$ cat config.mk
export PLATFORM = sky130hd
export DESIGN_NAME = stbs_search
export DESIGN_NICKNAME = d
export VERILOG_FILES = /design/src/rtl/stbs_pkg.sv /design/src/rtl/stbs_search.sv
export SDC_FILE = /design/constraint.sdc
export NUM_CORES = 1
export LEC_CHECK = 0
export BUFFER_PORTS_ARGS = -buffer_cell sky130_fd_sc_hd__clkbuf_2
export CAP_MARGIN = 20
export CORE_MARGIN = 4
export CORE_UTILIZATION = 50
export CTS_CLUSTER_DIAMETER = 50
export DETAILED_ROUTE_END_ITERATION = 10
export GPL_TIMING_DRIVEN = 0
export HOLD_SLACK_MARGIN = 0.15
export MAX_ROUTING_LAYER = met4
export PLACE_DENSITY = 0.85
export SETUP_SLACK_MARGIN = 0.05
export SLEW_MARGIN = 20
export SYNTH_ARGS = -nofsm -noshare
export SYNTH_HDL_FRONTEND = slang
export SYNTH_SLANG_ARGS = --single-unit
export TNS_END_PERCENT = 1
$ cat constraint.sdc
create_clock -name clock -period 5.59 [get_ports clock]
set_input_delay 0.2795 -clock clock [delete_from_list [all_inputs] [get_ports clock]]
set_output_delay 0.2795 -clock clock [all_outputs]
set_load 0.005 [all_outputs]
$ cat src/rtl/stbs_pkg.sv
// Shared types and constants for the sorted table upper-bound search block.
// No dependencies; imported by every other file of the block except stbs_ram.
package stbs_pkg;

   localparam int TABLE_DEPTH_DEFAULT = 1024;
   localparam int VALUE_WIDTH         = 32;
   localparam int POSITION_WIDTH      = 10;
   localparam int ACTION_WIDTH        = 2;

   localparam logic [ACTION_WIDTH-1:0] ACT_CLEAR  = 2'd0;
   localparam logic [ACTION_WIDTH-1:0] ACT_APPEND = 2'd1;
   localparam logic [ACTION_WIDTH-1:0] ACT_QUERY  = 2'd2;

   typedef struct packed {
      logic                      valid;
      logic                      found;
      logic [POSITION_WIDTH-1:0] position;
   } srch_rsp_type;

endpackage

$ cat src/rtl/stbs_search.sv
// Binary search sequencer: one probe of the table RAM and one compare per cycle,
// and the result register. Depends on stbs_pkg.
module stbs_search #(
   parameter int TABLE_DEPTH = stbs_pkg::TABLE_DEPTH_DEFAULT
) (
   input  logic                                   clock,
   input  logic                                   reset,
   input  logic                                   start,
   input  logic signed [stbs_pkg::VALUE_WIDTH-1:0] key,
   input  logic [$clog2(TABLE_DEPTH+1)-1:0]       count,
   output logic                                   rd_en,
   output logic [$clog2(TABLE_DEPTH)-1:0]         rd_addr,
   input  logic [stbs_pkg::VALUE_WIDTH-1:0]       rd_data,
   output logic                                   busy,
   output stbs_pkg::srch_rsp_type                 rsp,
   input  logic                                   rsp_stall
);
   import stbs_pkg::*;

   localparam int CNT_W = $clog2(TABLE_DEPTH + 1);
   localparam int IDX_W = $clog2(TABLE_DEPTH);

   typedef enum logic [1:0] {
      S_IDLE,
      S_PROBE,
      S_RESP
   } state_type;

   state_type                 state_ff, state_in;
   logic [CNT_W-1:0]          lo_ff, lo_in;
   logic [CNT_W-1:0]          hi_ff, hi_in;
   logic [IDX_W-1:0]          mid_ff, mid_in;
   logic signed [VALUE_WIDTH-1:0] key_ff, key_in;
   logic                      found_ff, found_in;
   logic [POSITION_WIDTH-1:0] position_ff, position_in;

   logic                      greater;
   logic [CNT_W-1:0]          lo_next, hi_next;
   logic [CNT_W:0]            span_sum;
   logic [IDX_W-1:0]          mid_next;
   logic                      more;

   // Narrow the interval around the probe just read back
   always_comb begin
      greater  = $signed(rd_data) > key_ff;
      lo_next  = greater ? lo_ff : CNT_W'(mid_ff) + CNT_W'(1);
      hi_next  = greater ? CNT_W'(mid_ff) : hi_ff;
      span_sum = {1'b0, lo_next} + {1'b0, hi_next};
      mid_next = span_sum[IDX_W:1];
      more     = lo_next < hi_next;
   end

   always_comb begin
      state_in    = state_ff;
      lo_in       = lo_ff;
      hi_in       = hi_ff;
      mid_in      = mid_ff;
      key_in      = key_ff;
      found_in    = found_ff;
      position_in = position_ff;
      rd_en       = 1'b0;
      rd_addr     = mid_next;
      case (state_ff)
         S_IDLE: begin
            rd_addr = IDX_W'(count >> 1);
            if (start) begin
               key_in = key;
               lo_in  = '0;
               hi_in  = count;
               mid_in = IDX_W'(count >> 1);
               if (count == '0) begin
                  found_in    = 1'b0;
                  position_in = '0;
                  state_in    = S_RESP;
               end else begin
                  rd_en    = 1'b1;
                  state_in = S_PROBE;
               end
            end
         end
         S_PROBE: begin
            lo_in  = lo_next;
            hi_in  = hi_next;
            mid_in = mid_next;
            if (more) begin
               rd_en = 1'b1;
            end else begin
               found_in    = lo_next < count;
               position_in = (lo_next < count) ? POSITION_WIDTH'(lo_next) : '0;
               state_in    = S_RESP;
            end
         end
         S_RESP: begin
            if (!rsp_stall) begin
               state_in = S_IDLE;
            end
         end
         default: begin
            state_in = S_IDLE;
         end
      endcase
   end

   always_ff @(posedge clock) begin
      if (reset) begin
         state_ff <= S_IDLE;
      end else begin
         state_ff <= state_in;
      end
      lo_ff       <= lo_in;
      hi_ff       <= hi_in;
      mid_ff      <= mid_in;
      key_ff      <= key_in;
      found_ff    <= found_in;
      position_ff <= position_in;
   end

   assign busy         = (state_ff != S_IDLE);
   assign rsp.valid    = (state_ff == S_RESP);
   assign rsp.found    = found_ff;
   assign rsp.position = position_ff;

endmodule

[Word level (Yosys, flattened, before mapping)]
Index checks and enable logic that the tools add are counted.
Cells by class
  equality and inequality tests: 6
  order comparisons: 3
  shift-type cells: 0
  bitwise gates (word level): 0
  multiply operators: 0
  div/mod/pow operators: 0
  multiplexer cells: 27
  add/subtract/negate cells: 2
  reduce and logical (&&, ||, !) cells: 8
Operators with widths (count)
  two-way mux 10 bit: 6
  two-way mux 11 bit: 4
  case mux 11 bit (2 select lines): 2
  case mux 10 bit (2 select lines): 2
  > comparator 32 bit: 1
  < comparator 11 bit: 2
  adder 10 x 1 -> 11 bit, second input constant: 1
  adder 11 bit: 1
  zero test 11 bit: 1
  two-way mux 2 bit: 4
  != test 2 bit, second input constant: 4
  two-way mux 1 bit: 6
  case mux 2 bit (3 select lines): 1
  case mux 1 bit (2 select lines): 2
  AND reduction 2 bit: 2
  AND reduction 4 bit: 1
  nonzero test 2 bit: 2
  AND reduction 3 bit: 1
  == test 2 x 1 -> 1 bit, second input constant: 1
  == test 2 bit, second input constant: 1
  zero test 2 bit: 1
Word-level totals
  memories: 0
  bits of input ports: 79
  bits in latches: 0
  flip-flop bits (word level): 77
  output and inout bits: 24
  memory bits (read-only): 0
  RAM bits: 0

[Longest topological paths before layout]
  word-level depth: 6
  gate-level depth with buffers: 23

[Worst setup path before layout]
Ideal clock, no wire load.
  path kind: reg-to-output
  start: register key_ff[14]
  end: output port rd_addr[9]
  required time: 5.311 ns
  cell stages (with the launch flop): 22
  data arrival time: 4.729 ns
  path slack: 0.582 ns
  path through: edfxtp_1 -> inv_1 -> ha_1 -> a21oi_1 -> nand2_1 -> a221o_1 -> o31a_1 -> o211a_1 -> nor2_1 -> buf_2 -> mux2i_1 -> inv_1 -> ha_1 -> clkbuf_1 -> a21o_1 -> a21oi_1 -> o21ai_0 -> nand3_1 -> mux2_4 -> and3b_1 -> or4_1 -> nand3_1
Between the ends
  cells in the longest elaborated chain, start to end: 4
  elaborated cells between the ends (all ways): 5
RTL lines
  start, declared: line stbs_search.sv:33  | logic signed [VALUE_WIDTH-1:0] key_ff, key_in;
  start signal, assigned: line stbs_search.sv:113  | key_ff <= key_in;
  > comparator 32 bit *: line stbs_search.sv:45  | greater = $signed(rd_data) > key_ff;
  two-way mux 11 bit, on equally long branches: line stbs_search.sv:46, stbs_search.sv:47
  adder 11 bit *: line stbs_search.sv:48  | span_sum = {1'b0, lo_next} + {1'b0, hi_next};
  two-way mux 10 bit *: line stbs_search.sv:63  | case (state_ff)
  end, declared: line stbs_search.sv:12  | output logic [$clog2(TABLE_DEPTH)-1:0] rd_addr,
Every way passes the cells marked *; elsewhere a longest branch is shown, timed or not.

[Final worst setup path]
  start: register key_ff[10]
  end: output port rd_en
Between the ends
  cells in the longest elaborated chain, start to end: 5
  elaborated cells between the ends (all ways): 6
RTL lines
  > comparator 32 bit: line stbs_search.sv:45
  two-way mux 11 bit: line stbs_search.sv:46  | lo_next = greater ? lo_ff : CNT_W'(mid_ff) + CNT_W'(1);
  net lo_next[10]: line stbs_search.sv:38  | logic [CNT_W-1:0] lo_next, hi_next;
  < comparator 11 bit: line stbs_search.sv:50  | more = lo_next < hi_next;
  two-way mux 1 bit: line stbs_search.sv:85  | if (more) begin
  case mux 1 bit (2 select lines): line stbs_search.sv:63
  end, declared: line stbs_search.sv:11  | output logic rd_en,
The timed path passes the listed nets, and every way through them passes these cells.

==> out/qor.yml <==
status: "complete, no violations"
final_hold_viol_count: 0
drtIter0Drc: 400
clock_sinks: 77
cp_max_fo: 9
dieArea_mm2: 0.0121
yosysWarnings: 0
grt_max_degree: 33
ant_nets: 0
cts-root-buf: "clkbuf_8"
placed_cell_area_mm2: 0.00594
port-buffer-count: 102
grt_util_met3_pct: 3.67
fin_skew_ns: 0.0156
fin_crit_sh_pct: 97.3
start_util_pct: 50.9
grt_pass1_wl_um: 22500
ys_seq_area_share_pct: 44.0
track_usage_pct: 25.0
die_height_um: 110
met1_usage_pct: 30.0
r2r_start: "key_ff[10]"
end_kind: "output pin"
multi_input_area_mm2: 0.00277
ys_types: 57
finalPower_uw: 3840
r2r_cells: 19
diodes: 0
syn_nets: 681
arrival_ns: 5.16
r2r_slack_ns: 0.20
hold_path.class: "in2reg"
die_x_um: 110
synth_top_family_by_area: "simple AND/OR/NAND/NOR gates"
nFillCells: 767
ys_seq_elements: 77
synth_flop_cell: "edfxtp_1"
yosys-top-cells-area: "edfxtp_1, ha_1, a21oi_1"
syn_avg_cell_area_um2: 9.62
rows: 37
synth_edf_count: 75
yosys.area.top_type: "edfxtp_1"
netlist_instances: 542
timing.rr.end: "position_ff[1]"
overflow: 0
syn_to_final_growth_pct: 31.8
p_leak_uw: 0.00312
finalSetupViolations: 0
grt_pass1_vias: 4785
met2_usage_pct: 42.1
busiest_layer: "met2"
drc: 0
start_kind: "flop"
max_cap_viol_count: 0
relSlewSlack_pct: 57.6
synth.cell_area_mm2: 0.00521
synth_xor_area_share_pct: 2.52
wl_um: 15000
wl_per_cell_um: 17.6
yosys.area_share.adder_pct: 14.5
fmax_mhz: 184
cts_tree: "done"
finalNetCount: 850
clk_latency_ns: 0.37
core_mm2: 0.0102
setup_tns_ns: 0
synth_compound_area_share_pct: 14.3
cp.required_ns: 5.31
rsz0062_at_grt: "true"
antenna_found_initial: 0
pin_count: 103
hp-start: "count[1]"
hold_path_depth: 3
cts_max_level: 3
regArea_mm2: 0.00229
gp_routability_congestion: 0.982
synthMuxAreaShare_pct: 1.82
drive_gt1_share_pct: 25.7
criticalPathCategory: "reg2out"
power.density_mw_per_mm2: 559
cts_made_buffers: 9
via_per_inst: 5.72
fin_area_mm2: 0.00687
path_clk_slew_ns: 0.08
synth_async_sr_flop_share_pct: 0
report.final.slew_viol_count: 0
hpwl_um: 10800
cts_buffer_depth: 2
fin_crit_ns: 5.44
vias: 4871
drt_first_pass_iters: 7
worst_pin_slew_ns: 0.630
synth_common_cells: "edfxtp_1, inv_1, ha_1"
synth_top_area_share_pct: 43.2
yosys.area_share.simple_pct: 16.7
yosysMostFrequentCell: "edfxtp_1"
ir_worst_vdd_uv: 514
holdPathEnd: "mid_ff[0]"
cells by family (layout without fill, tap and decap cells):
family,count (synthesis),count (layout)
simple gates,180,180
compound gates,120,120
buf+inv,81,255
flops,77,77
fa+ha+maj,60,60
xor+xnor,15,15
mux,9,9
sequential cells by signal (all words and copies together) (netlist names):
name and cells:
mid_ff 10, hi_ff 11, found_ff 1, position_ff 10, state_ff 2, key_ff 32, lo_ff 11
routing by layer:
layer | wire [um] | up-vias
met3 | 1210 | 31
met1 | 6040 | 2317
met2 | 7370 | 228
met4 | 359 | 0
li1 | - | 2295
met5 | 0 | -
report_power, final:
part	switching (uW)	leakage [uW]	internal [uW]
clock	218	0.000110	252
sequential	120	0.000750	893
combinational	1400	0.00226	958
critical path, cell delays in order, from the launching register on:
cell and delay [ns]:
edfxtp_1 0.38, inv_1 0.08, ha_1 0.23, nand4_1 0.18
nor2_2 0.06, a221o_1 0.34, o31a_1 0.38, buf_4 0.17
o211ai_1 0.31, nand2_4 0.12, buf_6 0.16, o41ai_2 0.63
ha_1 0.41, nand4b_1 0.26, nor4b_1 0.37, o21ai_0 0.14
nand2_1 0.10, a311oi_1 0.06, a21oi_1 0.23, nor2_1 0.06
clkbuf_2 0.12
cell usage in the layout (no fill, tap or decap), types with 5 or more instances in the layout:
master         instances
a21o_1                 6
nand2_1               49
nand4_1                8
buf_4                 24
nor3_1                21
ha_1                  56
clkbuf_8               9
inv_1                 60
a21oi_1               43
nor2_1                43
xnor2_1                6
nor2b_1                8
mux2i_1                5
o21ai_0               22
nand3_1               15
o21a_1                 6
clkbuf_1              10
edfxtp_1              75
dlygate4sd3_1         33
xor2_1                 9
clkbuf_2             102
final cells by class:
type	count	share of cell area, %
timing repair buffer	161	15.8
multi-input combinational	384	40.4
clock inverter	6	1.27
buffer	15	1.46
sequential	77	33.4
tap	136	2.48
inverter	63	3.44
clock buffer	10	1.86
through the flow:
stage	worst slack, ns	instances	hold slack (ns)	utilization, %
6_report	0.149	852	0.294	67.2
5_1_grt	-0.0759	852	0.288	67.2
4_1_cts	0.00905	834	0.270	64.4
3_5_place_dp	-0.670	782	0.458	58.1
3_3_place_gp	-0.482	780	0.457	57.6
2_1_floorplan	0.582	542	0.359	-
what timing repair did:
| item | CTS | global route |
|---|---|---|
| resized for setup | 16 | 35 |
| setup endpoints to repair | 21 | 18 |
| pin swaps | 3 | 15 |
| gates cloned | 0 | 2 |
| setup buffers | 4 | 18 |
| hold buffers | 33 | 0 |
| endpoints found under the hold margin | 33 | 0 |
how the worst max path moves through the flow:
stage	start	endpoint	slack [ns]	depth (start not counted)
final	key_ff[10]	rd_en	0.15	20
after global routing	key_ff[14]	rd_en	-0.08	22
after global placement	rd_data[31]	position_ff[3]	-0.48	19
after detailed placement	rd_data[31]	position_ff[8]	-0.67	19
after CTS	key_ff[14]	rd_addr[9]	0.009	22
after floorplan	key_ff[14]	rd_addr[9]	0.58	21
No activity file was read; power rests on OpenSTA's default activity.
